`src/hdl/rlbd_pkg.sv`:
```
// ----------------------------------------------------------------------------
// rlbd_pkg
// Shared types, constants and helpers for the resistor ladder button decoder.
// ----------------------------------------------------------------------------
`default_nettype none

package rlbd_pkg;

  // Defaults for the top-level parameters
  localparam int MAX_BUTTONS_DEF = 16;
  localparam int FULL_SCALE_DEF  = 1023;

  // Hysteresis is one tenth of the ladder step
  localparam int HYST_DIVISOR = 10;

  // Divide by ten as multiply and shift, exact for any 16-bit step
  localparam logic [31:0] HYST_RECIP = 32'd52429;
  localparam int          HYST_SHIFT = 19;

  // Fixed field widths
  localparam int SAMPLE_W = 10;
  localparam int CNT_W    = 5;

  // Depth of the queue between front and back
  localparam int QUEUE_DEPTH = 2;

  // One accepted sample on its way to the back end
  typedef struct packed {
    logic [SAMPLE_W-1:0] sample;
    logic [CNT_W-1:0]    query_button;
  } item_t;

  // Front: step divide, hysteresis multiply, then open for samples
  typedef enum logic [1:0] {
    F_STEP,
    F_HYST,
    F_READY
  } front_state_t;

  // Back: wait for an item, or walk the ladder levels
  typedef enum logic {
    B_IDLE,
    B_SEARCH
  } back_state_t;

  // Zero count acts as one, counts above the limit are clamped
  function automatic logic [CNT_W-1:0] eff_count(input logic [CNT_W-1:0] raw,
                                                 input int max_b);
    logic [CNT_W-1:0] res;
    res = raw;
    if (raw == '0) begin
      res = CNT_W'(1);
    end else if (int'(raw) > max_b) begin
      res = CNT_W'(max_b);
    end
    return res;
  endfunction

endpackage

`default_nettype wire

```
`src/hdl/resistor_ladder_button_decoder.sv`:
```
// ----------------------------------------------------------------------------
// resistor_ladder_button_decoder
// Decodes the pressed button of a resistor ladder keypad from converter
// samples, with hysteresis around the last accepted level.
// ----------------------------------------------------------------------------
//
//  channel   direction  handshake            payload
//  in_       input      in_valid / in_stall  in_sample, in_query_button
//  out_      output     out_valid/out_stall  out_not_selected, out_active_button
//  cfg_      input      cfg_we               cfg_wdata (button count)
//
//  A sample inside the hysteresis band needs no search in the back end; one
//  outside it starts a ladder search, one ladder level per cycle.
//  After reset and after each count write, the step is derived by a
//  bit-serial divider and then the hysteresis by a multiply, while
//  in_stall is high. Reset is synchronous, active low.
//  A two-entry queue keeps input transfers going while a result is stalled.
// ----------------------------------------------------------------------------
`default_nettype none

module resistor_ladder_button_decoder
  import rlbd_pkg::*;
#(
  parameter int MAX_BUTTONS = MAX_BUTTONS_DEF,
  parameter int FULL_SCALE  = FULL_SCALE_DEF
) (
  input  wire logic                clk,
  input  wire logic                rst_n,
  input  wire logic                cfg_we,
  input  wire logic [CNT_W-1:0]    cfg_wdata,
  input  wire logic                in_valid,
  output logic                     in_stall,
  input  wire logic [SAMPLE_W-1:0] in_sample,
  input  wire logic [CNT_W-1:0]    in_query_button,
  output logic                     out_valid,
  input  wire logic                out_stall,
  output logic                     out_not_selected,
  output logic [CNT_W-1:0]         out_active_button
);

  localparam int QW = $clog2(FULL_SCALE + 1);

  logic             push;
  item_t            push_item;
  logic             q_full;
  logic             q_valid;
  item_t            q_item;
  logic             pop;
  logic [CNT_W-1:0] count;
  logic [QW-1:0]    step;
  logic [QW-1:0]    hyst;

  // Accept, count register and step/hysteresis derivation
  rlbd_front #(
    .MAX_BUTTONS (MAX_BUTTONS),
    .FULL_SCALE  (FULL_SCALE)
  ) u_front (
    .clk             (clk),
    .rst_n           (rst_n),
    .cfg_we          (cfg_we),
    .cfg_wdata       (cfg_wdata),
    .in_valid        (in_valid),
    .in_stall        (in_stall),
    .in_sample       (in_sample),
    .in_query_button (in_query_button),
    .push_o          (push),
    .push_item_o     (push_item),
    .q_full_i        (q_full),
    .count_o         (count),
    .step_o          (step),
    .hyst_o          (hyst)
  );

  // Sample queue
  rlbd_queue u_queue (
    .clk         (clk),
    .rst_n       (rst_n),
    .push_i      (push),
    .push_item_i (push_item),
    .full_o      (q_full),
    .valid_o     (q_valid),
    .item_o      (q_item),
    .pop_i       (pop)
  );

  // Decode and result stage
  rlbd_back #(
    .FULL_SCALE (FULL_SCALE)
  ) u_back (
    .clk               (clk),
    .rst_n             (rst_n),
    .count_i           (count),
    .step_i            (step),
    .hyst_i            (hyst),
    .q_valid_i         (q_valid),
    .q_item_i          (q_item),
    .pop_o             (pop),
    .out_valid         (out_valid),
    .out_stall         (out_stall),
    .out_not_selected  (out_not_selected),
    .out_active_button (out_active_button)
  );

endmodule

`default_nettype wire

```
`src/hdl/rlbd_front.sv`:
```
// ----------------------------------------------------------------------------
// rlbd_front
// Holds the button count, derives the step with a restoring divider and the
// hysteresis with a reciprocal multiply, and pushes accepted samples into
// the queue.
// ----------------------------------------------------------------------------
`default_nettype none

module rlbd_front
  import rlbd_pkg::*;
#(
  parameter int MAX_BUTTONS = MAX_BUTTONS_DEF,
  parameter int FULL_SCALE  = FULL_SCALE_DEF,
  localparam int QW = $clog2(FULL_SCALE + 1)
) (
  input  wire logic                clk,
  input  wire logic                rst_n,
  // configuration
  input  wire logic                cfg_we,
  input  wire logic [CNT_W-1:0]    cfg_wdata,
  // input channel
  input  wire logic                in_valid,
  output logic                     in_stall,
  input  wire logic [SAMPLE_W-1:0] in_sample,
  input  wire logic [CNT_W-1:0]    in_query_button,
  // queue write side
  output logic                     push_o,
  output item_t                    push_item_o,
  input  wire logic                q_full_i,
  // derived ladder settings
  output logic [CNT_W-1:0]         count_o,
  output logic [QW-1:0]            step_o,
  output logic [QW-1:0]            hyst_o
);

  localparam int IW = (QW > 1) ? $clog2(QW) : 1;

  front_state_t     state_r, state_nxt;
  logic [CNT_W-1:0] cnt_r, cnt_nxt;
  logic [QW-1:0]    quo_r, quo_nxt;
  logic [CNT_W-1:0] rem_r, rem_nxt;
  logic [CNT_W-1:0] div_r, div_nxt;
  logic [IW-1:0]    iter_r, iter_nxt;
  logic [QW-1:0]    step_r, step_nxt;
  logic [QW-1:0]    hyst_r, hyst_nxt;

  logic [CNT_W:0]   trial;
  logic             ge;
  logic [QW-1:0]    quo_step;
  logic [CNT_W-1:0] rem_step;
  logic             last_iter;
  logic [31:0]      hyst_prod;

  // One restoring division step: one quotient bit per cycle
  always_comb begin
    trial    = {rem_r, quo_r[QW-1]};
    ge       = (trial >= {1'b0, div_r});
    rem_step = ge ? CNT_W'(trial - {1'b0, div_r}) : trial[CNT_W-1:0];
    quo_step = {quo_r[QW-2:0], ge};
    last_iter = (iter_r == IW'(QW - 1));
  end

  // step / 10 from the registered step
  assign hyst_prod = 32'(step_r) * HYST_RECIP;

  // Sequencer: step = FULL_SCALE / count, then hyst = step / 10
  always_comb begin
    state_nxt = state_r;
    cnt_nxt   = cnt_r;
    quo_nxt   = quo_r;
    rem_nxt   = rem_r;
    div_nxt   = div_r;
    iter_nxt  = iter_r;
    step_nxt  = step_r;
    hyst_nxt  = hyst_r;

    unique case (state_r)
      F_STEP: begin
        quo_nxt  = quo_step;
        rem_nxt  = rem_step;
        iter_nxt = iter_r + IW'(1);
        if (last_iter) begin
          step_nxt  = quo_step;
          iter_nxt  = '0;
          state_nxt = F_HYST;
        end
      end
      F_HYST: begin
        hyst_nxt  = QW'(hyst_prod >> HYST_SHIFT);
        state_nxt = F_READY;
      end
      F_READY: begin
      end
      default: begin
        state_nxt = F_STEP;
      end
    endcase

    // A new count restarts the derivation
    if (cfg_we) begin
      cnt_nxt   = cfg_wdata;
      quo_nxt   = QW'(FULL_SCALE);
      rem_nxt   = '0;
      div_nxt   = eff_count(cfg_wdata, MAX_BUTTONS);
      iter_nxt  = '0;
      state_nxt = F_STEP;
    end
  end

  always_ff @(posedge clk) begin
    if (!rst_n) begin
      state_r <= F_STEP;
      cnt_r   <= CNT_W'(1);
      quo_r   <= QW'(FULL_SCALE);
      rem_r   <= '0;
      div_r   <= eff_count(CNT_W'(1), MAX_BUTTONS);
      iter_r  <= '0;
    end else begin
      state_r <= state_nxt;
      cnt_r   <= cnt_nxt;
      quo_r   <= quo_nxt;
      rem_r   <= rem_nxt;
      div_r   <= div_nxt;
      iter_r  <= iter_nxt;
    end
  end

  // Derived settings are payload, valid once the sequencer is ready
  always_ff @(posedge clk) begin
    step_r <= step_nxt;
    hyst_r <= hyst_nxt;
  end

  // Input transfer goes straight into the queue
  assign in_stall    = (state_r != F_READY) || q_full_i;
  assign push_o      = in_valid && !in_stall;
  assign push_item_o = '{sample: in_sample, query_button: in_query_button};

  assign count_o = eff_count(cnt_r, MAX_BUTTONS);
  assign step_o  = step_r;
  assign hyst_o  = hyst_r;

`ifndef NO_ASSERTIONS
  // Hysteresis never exceeds the step once derived
  a_hyst_le_step: assert property (@(posedge clk) disable iff (!rst_n)
    (state_r == F_READY && $past(state_r) == F_HYST) |-> (hyst_r <= step_r))
    else $error("hysteresis larger than step");
`endif

endmodule

`default_nettype wire

```
`src/hdl/rlbd_queue.sv`:
```
// ----------------------------------------------------------------------------
// rlbd_queue
// Short FIFO of accepted samples between the front and back ends.
// ----------------------------------------------------------------------------
`default_nettype none

module rlbd_queue
  import rlbd_pkg::*;
(
  input  wire logic  clk,
  input  wire logic  rst_n,
  input  wire logic  push_i,
  input  item_t      push_item_i,
  output logic       full_o,
  output logic       valid_o,
  output item_t      item_o,
  input  wire logic  pop_i
);

  localparam int PW = (QUEUE_DEPTH > 1) ? $clog2(QUEUE_DEPTH) : 1;
  localparam int FW = $clog2(QUEUE_DEPTH + 1);

  item_t          entry_r [QUEUE_DEPTH];
  logic [PW-1:0]  wr_ptr_r, wr_ptr_nxt;
  logic [PW-1:0]  rd_ptr_r, rd_ptr_nxt;
  logic [FW-1:0]  fill_r, fill_nxt;

  // Pointer advance with wrap
  always_comb begin
    wr_ptr_nxt = wr_ptr_r;
    rd_ptr_nxt = rd_ptr_r;
    fill_nxt   = fill_r;
    if (push_i) begin
      wr_ptr_nxt = (wr_ptr_r == PW'(QUEUE_DEPTH - 1)) ? '0 : wr_ptr_r + PW'(1);
    end
    if (pop_i) begin
      rd_ptr_nxt = (rd_ptr_r == PW'(QUEUE_DEPTH - 1)) ? '0 : rd_ptr_r + PW'(1);
    end
    if (push_i && !pop_i) begin
      fill_nxt = fill_r + FW'(1);
    end else if (!push_i && pop_i) begin
      fill_nxt = fill_r - FW'(1);
    end
  end

  always_ff @(posedge clk) begin
    if (!rst_n) begin
      wr_ptr_r <= '0;
      rd_ptr_r <= '0;
      fill_r   <= '0;
    end else begin
      wr_ptr_r <= wr_ptr_nxt;
      rd_ptr_r <= rd_ptr_nxt;
      fill_r   <= fill_nxt;
    end
  end

  // Entry storage
  always_ff @(posedge clk) begin
    if (push_i) begin
      entry_r[wr_ptr_r] <= push_item_i;
    end
  end

  assign full_o  = (fill_r == FW'(QUEUE_DEPTH));
  assign valid_o = (fill_r != '0);
  assign item_o  = entry_r[rd_ptr_r];

`ifndef NO_ASSERTIONS
  // No write into a full queue without a read, no read from an empty one
  a_no_overflow: assert property (@(posedge clk) disable iff (!rst_n)
    !(push_i && full_o && !pop_i))
    else $error("queue overflow");
  a_no_underflow: assert property (@(posedge clk) disable iff (!rst_n)
    pop_i |-> valid_o)
    else $error("queue underflow");
`endif

endmodule

`default_nettype wire

```
`src/hdl/rlbd_back.sv`:
```
// ----------------------------------------------------------------------------
// rlbd_back
// Hysteresis check against the held level, ladder search one button per
// cycle, and the registered result stage.
// ----------------------------------------------------------------------------
`default_nettype none

module rlbd_back
  import rlbd_pkg::*;
#(
  parameter int FULL_SCALE = FULL_SCALE_DEF,
  localparam int QW = $clog2(FULL_SCALE + 1)
) (
  input  wire logic             clk,
  input  wire logic             rst_n,
  // ladder settings
  input  wire logic [CNT_W-1:0] count_i,
  input  wire logic [QW-1:0]    step_i,
  input  wire logic [QW-1:0]    hyst_i,
  // queue read side
  input  wire logic             q_valid_i,
  input  item_t                 q_item_i,
  output logic                  pop_o,
  // result channel
  output logic                  out_valid,
  input  wire logic             out_stall,
  output logic                  out_not_selected,
  output logic [CNT_W-1:0]      out_active_button
);

  localparam int LW = (QW > SAMPLE_W) ? QW : SAMPLE_W;
  localparam int CW = LW + 1;

  back_state_t         state_r, state_nxt;
  logic [SAMPLE_W-1:0] held_r, held_nxt;
  logic [CNT_W-1:0]    dec_r, dec_nxt;
  logic [CNT_W-1:0]    k_r, k_nxt;
  logic [CW-1:0]       nom_r, nom_nxt;
  logic [CNT_W-1:0]    query_r, query_nxt;
  logic                out_valid_r, out_valid_nxt;
  logic                out_ns_r, out_ns_nxt;
  logic [CNT_W-1:0]    out_ab_r, out_ab_nxt;

  logic                out_free;
  logic [CW-1:0]       samp_w, held_w, hyst_w, step_w;
  logic                leave_band;
  logic                level_hit;
  logic [CNT_W-1:0]    found;

  // Band tests, all in a widened unsigned domain
  always_comb begin
    samp_w     = CW'(q_item_i.sample);
    held_w     = CW'(held_r);
    hyst_w     = CW'(hyst_i);
    step_w     = CW'(step_i);
    leave_band = (samp_w + hyst_w < held_w) || (held_w + hyst_w < samp_w);
    level_hit  = (nom_r <= held_w + hyst_w) && (held_w <= nom_r + hyst_w);
  end

  assign out_free = !out_valid_r || !out_stall;

  // Decode sequencer
  always_comb begin
    state_nxt     = state_r;
    held_nxt      = held_r;
    dec_nxt       = dec_r;
    k_nxt         = k_r;
    nom_nxt       = nom_r;
    query_nxt     = query_r;
    out_valid_nxt = out_valid_r && out_stall;
    out_ns_nxt    = out_ns_r;
    out_ab_nxt    = out_ab_r;
    pop_o         = 1'b0;
    found         = '0;

    unique case (state_r)
      B_IDLE: begin
        if (q_valid_i && out_free) begin
          pop_o = 1'b1;
          if (leave_band) begin
            // Held level jumps to the sample, walk the ladder from button 1
            held_nxt  = q_item_i.sample;
            dec_nxt   = '0;
            k_nxt     = CNT_W'(1);
            nom_nxt   = step_w;
            query_nxt = q_item_i.query_button;
            state_nxt = B_SEARCH;
          end else begin
            out_valid_nxt = 1'b1;
            out_ab_nxt    = dec_r;
            out_ns_nxt    = (dec_r != q_item_i.query_button);
          end
        end
      end
      B_SEARCH: begin
        if (level_hit || k_r == count_i) begin
          found         = level_hit ? k_r : '0;
          dec_nxt       = found;
          out_valid_nxt = 1'b1;
          out_ab_nxt    = found;
          out_ns_nxt    = (found != query_r);
          state_nxt     = B_IDLE;
        end else begin
          k_nxt   = k_r + CNT_W'(1);
          nom_nxt = nom_r + step_w;
        end
      end
      default: begin
        state_nxt = B_IDLE;
      end
    endcase
  end

  always_ff @(posedge clk) begin
    if (!rst_n) begin
      state_r     <= B_IDLE;
      held_r      <= '0;
      dec_r       <= '0;
      out_valid_r <= 1'b0;
    end else begin
      state_r     <= state_nxt;
      held_r      <= held_nxt;
      dec_r       <= dec_nxt;
      out_valid_r <= out_valid_nxt;
    end
  end

  // Search and result payload
  always_ff @(posedge clk) begin
    k_r      <= k_nxt;
    nom_r    <= nom_nxt;
    query_r  <= query_nxt;
    out_ns_r <= out_ns_nxt;
    out_ab_r <= out_ab_nxt;
  end

  assign out_valid         = out_valid_r;
  assign out_not_selected  = out_ns_r;
  assign out_active_button = out_ab_r;

`ifndef NO_ASSERTIONS
  // The result stage is empty for the whole search
  a_search_out_empty: assert property (@(posedge clk) disable iff (!rst_n)
    (state_r == B_SEARCH) |-> !out_valid_r)
    else $error("result pending during search");
  // Search index stays within 1..count
  a_search_index: assert property (@(posedge clk) disable iff (!rst_n)
    (state_r == B_SEARCH) |-> (k_r != '0 && k_r <= count_i))
    else $error("search index out of range");
`endif

endmodule

`default_nettype wire
```
`config.mk`:
```
export PLATFORM = sky130hd
export DESIGN_NAME = resistor_ladder_button_decoder
export DESIGN_NICKNAME = d
export VERILOG_FILES = /design/src/hdl/rlbd_pkg.sv /design/src/hdl/resistor_ladder_button_decoder.sv /design/src/hdl/rlbd_front.sv /design/src/hdl/rlbd_queue.sv /design/src/hdl/rlbd_back.sv
export SDC_FILE = /design/constraint.sdc
export NUM_CORES = 1
export LEC_CHECK = 0
export BUFFER_PORTS_ARGS = -buffer_cell sky130_fd_sc_hd__buf_2
export CORE_UTILIZATION = 40
export CTS_BUF_LIST = sky130_fd_sc_hd__clkbuf_16
export CTS_CLUSTER_DIAMETER = 60
export DETAILED_ROUTE_END_ITERATION = 6
export PLACE_DENSITY = 0.66
export SLEW_MARGIN = 10
export SYNTH_ARGS = -nofsm -noshare
export SYNTH_HDL_FRONTEND = slang
export SYNTH_SLANG_ARGS = --single-unit
```
`constraint.sdc`:
```
create_clock -name clk -period 4.4 [get_ports clk]
set_input_delay 0.66 -clock clk [delete_from_list [all_inputs] [get_ports clk]]
set_output_delay 0.66 -clock clk [all_outputs]
set_load 0.05 [all_outputs]
```
Word-level counts from Yosys, hierarchy flattened
Memory sizes are Yosys's and may differ from the RTL's. A register that Yosys moved wholly into a read port is not among the register bits.
Index checks and enable logic that the tools add are counted.
- register bits: 96
- RAM bits: 30
- output and inout bits: 8
- logic and storage cells: 130
- memories kept: 1
- memory list (name ; depth ; bits a word ; rd ports ; clocked after memory_dff ; write ports ; line ; RTL):
    u_queue.entry_r ; 2 ; 15 ; 1 ; 1 ; 1 ; rlbd_queue.sv:23 ; item_t entry_r [QUEUE_DEPTH];
- add/subtract/negate cells: 11
- $mul: 1
- $lt $le $gt $ge: 7
- eq/ne operators: 14
- mux-type cells: 46
- bitwise operators: 3
- reductions and logical operators: 27
- operators with widths (kind ; number):
    $mux W5 ; 14
    $mux W11 ; 3
    $pmux W5 S2 ; 3
    $mul A10 B16 Y26 const B ; 1
    $add A10 B7 Y11 ; 2
    $lt A11 B10 Y1 ; 2
    $pmux W11 S2 ; 1
    $mux W1 ; 17
    $reduce_and A3 Y1 ; 4
    $add A11 B10 Y11 ; 1
    $add A11 B7 Y11 ; 1
    $le A10 B11 Y1 ; 1
    $le A11 B11 Y1 ; 1
    $gt A5 B5 Y1 const B ; 2
    $logic_not A5 Y1 ; 2
    $ne A5 B5 Y1 ; 2
    $ne A2 B2 Y1 const B ; 4
    $ge A6 B5 Y1 ; 1
    $logic_and A1 B1 Y1 ; 6
    $mux W2 ; 3
    $ne A2 B1 Y1 const B ; 3
    $pmux W1 S2 ; 3
    $pmux W2 S3 ; 1
    $add A5 B1 Y5 const B ; 1
    17 further kinds ; 30

Longest topological paths before layout
- word-level depth: 8
- mapped depth: 19
- depth with buffers taken out: 19

Cells and area by module
From an unflattened synthesis, not the netlist that was laid out.
- cell total of the unflattened synthesis: 1029
- area total of the unflattened synthesis: 10152.2 sq um
- modules (own cells, without submodules) (module ; times used ; cells each ; area an instance (sq um) ; sequential area each (sq um)):
    rlbd_back ; 1 ; 506 ; 4555.6 ; 1151.1
    rlbd_front ; 1 ; 454 ; 4292.9 ; 1131.1
    rlbd_queue ; 1 ; 69 ; 1303.8 ; 1001.0

Worst setup path before layout
Ideal clock, no wire load.
- path type: reg-to-reg
- from: register u_front.step_r[8] (netlist: u_front.step_o[8])
- to: register u_front.hyst_r[6] (netlist: u_front.hyst_o[6]), data pin
- setup time: 0.136 ns
- arrival time: 4.680 ns
- data required time: 4.264 ns
- slack: -0.415 ns
- stages on the path, launching flop included: 18
- clock period less this slack: 4.815 ns
- cells stage by stage: edfxtp_1 > inv_1 > ha_1 > fa_1 > fa_1 > inv_1 > fa_1 > inv_1 > fa_1 > inv_1 > ha_1 > o21a_1 > o211a_1 > o21ai_0 > a31oi_1 > a221o_1 > or4_1 > nand3_1
- word-level cells in the longest chain between the ends: 1
- RTL lines (item ; line ; RTL):
    start, declared ; rlbd_front.sv:44 ; logic [QW-1:0] step_r, step_nxt;
    start signal, assigned ; rlbd_front.sv:130 ; step_r <= step_nxt;
    $mul A10 B16 Y26 ; rlbd_front.sv:64 ; assign hyst_prod = 32'(step_r) * HYST_RECIP;
    named net u_front.hyst_prod[25] ; rlbd_front.sv:52 ; logic [31:0] hyst_prod;
    end signal, assigned ; rlbd_front.sv:131 ; hyst_r <= hyst_nxt;
    end, declared ; rlbd_front.sv:45 ; logic [QW-1:0] hyst_r, hyst_nxt;
The timed path passes the listed nets, and every way through them passes these cells.
A chain may end at the register's enable or synchronous reset.

Worst setup path in the final report
- from: register u_front.step_r[2] (netlist: u_front.step_o[2])
- to: register u_front.hyst_r[6] (netlist: u_front.hyst_o[6]), data pin
Same word-level chain as after synthesis.

==> qor.yml <==
yosysWarnings: 0
portBuffers: 32
slew_viol_final: 0
sequential_cell_area_sq_mm: 0.00328
synth_top_area_frac: 0.235
die_w_um: 156
cts_sinks: 127
cp_max_fo: 2
synthTopCellsByArea: "edfxtp_1, ha_1, dfxtp_1"
holdBufCountCts: 0
fillers: 2068
pin_count: 33
power.leakage_nw: 5.09
dieArea_sq_mm: 0.0243
dominantRegCellSynth: "edfxtp_1"
gp_congestion: 0.869
critical_path.top_delay_family: "adder cells"
crit_chain: "inv_2 > ha_4 > inv_4 > fa_2 > inv_2 > fa_2 > inv_2 > fa_2 > fa_1 > ha_1 > o21a_1 > o211a_1 > o21ai_2 > a31oi_2 > a221o_1 > or4_1 > nand3_1"
synth_cells: 946
root_buffer: "clkbuf_16"
arrival_ps: 5040
synthArstFlopShare: 0
fin_skew_ps: 10.7
maxSlewHeadroom: 0.443
cp_slowest_cell: "fa_2"
drt-pass1-iter-count: 6
hold_viol: 0
p_per_area_mw_per_mm2: 476
synth_cell_type_count: 61
multi_input_area_sq_mm: 0.00578
start_util: 0.413
grtUsageTotal: 0.178
setup_viol_count_final: 4
wl_um: 20400
syn_area_per_cell_sq_um: 10.0
rsz0062_at_grt: "yes"
clkTransAtPathRegs_ps: 60
grt_max_degree: 39
post-dp-hpwl_um: 16000
hold_class: "input port to register"
finalCritPeriodShare: 1.08
die_y_um: 156
grt_antenna_before_repair: 0
grt.overflow.total: 0
fp-row-count: 55
wire_per_inst_um: 14.8
drt_iter0_drc: 403
synth_fp_nets: 1151
yosysTopAreaCell: "edfxtp_1"
total_power_mw: 5.38
fin_crit_ps: 4760
worst_path_largest_cell_delay_ps: 580
final_cells: 1377
required_ps: 4690
ir_worst_vdd_mv: 0.271
clock_latency_ps: 430
synth-seq-cells: 127
failed_checks: "negative setup slack"
syn-cell-area_sq_mm: 0.00947
crit_buf_inv: 4
rrSetupSlack_ps: -360
setup_ws_ps: -355
drive_gt1_frac: 0.186
vias: 7053
syn2layout_area_growth_pct: 19.4
criticalPathCategory: "register to register"
nNetsFinal: 1256
clockBufferDepth: 2
h-tree-depth: 4
grt_pass1_wl_um: 34300
max_slew.worst_pin.slew_ps: 834
critPathLaunchType: "register"
drc: 0
diodes: 0
grt_pass1_vias: 7167
ys_seq_area_frac: 0.347
cts_made_buffers: 17
drv_cap: 0
synth_edf_count: 74
clock.fmax_mhz: 210
cts_tree: "built"
drt.antenna.violating_nets: 0
status: "finished with violations"
via_per_inst: 5.12
endpoint_kind: "register"
core_area_sq_mm: 0.0229
placed_cells: 1332
## final timing paths
check | to | cells after the start | startpoint
worst max-delay path | u_front.hyst_o[6] | 17 | u_front.step_o[2]
worst min-delay path | u_queue.entry_r[1][9] | 1 | in_sample[4]
worst max register to register | u_front.hyst_o[6] | 17 | u_front.step_o[2]
worst min register to register | u_front.step_o[8] | 0 | u_front.quo_r[7]
## worst reg2reg max path, cell delays in order (launching register included)
cell      delay (ps)
edfxtp_1         390
inv_2             80
ha_4             270
inv_4             30
fa_2             580
inv_2             50
fa_2             530
inv_2             40
fa_2             360
fa_1             460
ha_1             290
o21a_1           180
o211a_1          220
o21ai_2           80
a31oi_2          130
a221o_1          350
or4_1            480
nand3_1          100
## cell usage in the layout (no fill, tap or decap), drive strengths merged, types with 17 or more instances in the layout
| cell | instances |
|---|---|
| a211oi | 18 |
| nand2 | 64 |
| ha | 145 |
| dfxtp | 53 |
| clkbuf | 17 |
| edfxtp | 74 |
| buf | 109 |
| a21o | 20 |
| nand3 | 22 |
| xnor2 | 39 |
| nor2 | 37 |
| a21oi | 57 |
| o21ai | 35 |
| fa | 35 |
| mux2 | 17 |
| inv | 136 |
## kinds of logic (layout without fill, tap and decap cells)
family	Yosys count	count (layout)	synth area share
muxes	24	24	0.0280
DFF	127	127	0.347
xor gates and xnor gates	53	53	0.0490
buffers and inverters	153	271	0.0619
adders and majority gates	180	180	0.266
and+or+nand+nor	205	205	0.106
AOI/OAI and AO/OA	204	204	0.142
## cells in the mapped netlist (7+ instances only)
| cell type | n |
|---|---|
| ha_1 | 145 |
| inv_1 | 130 |
| edfxtp_1 | 74 |
| nand2_1 | 64 |
| a21oi_1 | 57 |
| dfxtp_1 | 53 |
| xnor2_1 | 39 |
| nor2_1 | 37 |
| fa_1 | 35 |
| o21ai_0 | 35 |
| nand3_1 | 22 |
| a21o_1 | 20 |
| a211oi_1 | 18 |
| clkbuf_1 | 16 |
| mux2_2 | 16 |
| nor2b_1 | 15 |
| nand2b_1 | 14 |
| nor3_1 | 14 |
| xor2_1 | 14 |
| o22ai_1 | 10 |
| and2_1 | 9 |
| o21a_1 | 9 |
| o21bai_1 | 9 |
| mux2i_1 | 7 |
| o32ai_1 | 7 |
## routing by layer
layer,part of all wire,vias up,GRT usage
met5,0,-,0
li1,-,3568,-
met4,0.014,0,0.0523
met2,0.48,112,0.303
met3,0.038,23,0.0344
met1,0.46,3350,0.229
## flip-flops by register name, indices dropped and copies added (netlist names), 4 cells and up, named ones only
register                  cells
u_queue.entry_r              30
u_back.nom_r                 11
u_back.held_r                10
u_front.quo_r                10
u_front.step_o               10
u_front.hyst_o                7
u_back.dec_r                  5
u_back.k_r                    5
u_back.out_active_button      5
u_back.query_r                5
u_front.cnt_r                 5
u_front.div_r                 5
u_front.rem_r                 5
u_front.iter_r                4
## area by class of cell
class,count,share of cell area
Clock buffer,17,0.0376
Clock inverter,15,0.0162
Inverter,130,0.0434
Multi-Input combinational cell,666,0.511
Sequential cell,127,0.290
Tap cell,313,0.0347
Timing Repair Buffer,109,0.0663
## power breakdown
group	switching, mW	internal, mW	leakage (nW)
registers	0.195	1.49	1.13
clock network	0.564	0.898	0.291
logic	1.25	0.991	3.67
total	2.00	3.38	5.09
## through the flow
| stage | setup TNS, ps | worst slack, ps | hold WS [ps] | instance area, sq um | utilization |
|---|---|---|---|---|---|
| 6_report | -844 | -355 | 419 | 11300 | 0.493 |
| 3_5_place_dp | -1800 | -543 | 441 | 10400 | 0.455 |
| 2_1_floorplan | -458 | -330 | 430 | 9500 | - |
| 4_1_cts | -909 | -352 | 404 | 11200 | 0.490 |
| 3_3_place_gp | -1210 | -408 | 445 | 10400 | 0.455 |
| 5_1_grt | -1730 | -474 | 414 | 11300 | 0.493 |
## timing repair
action                                  in CTS  in global routing
gates resized for setup                     26                 14
setup buffers                                9                  5
pin swaps                                   20                 19
endpoints found under the setup margin       7                 29
No activity file was read; power rests on OpenSTA's default activity.
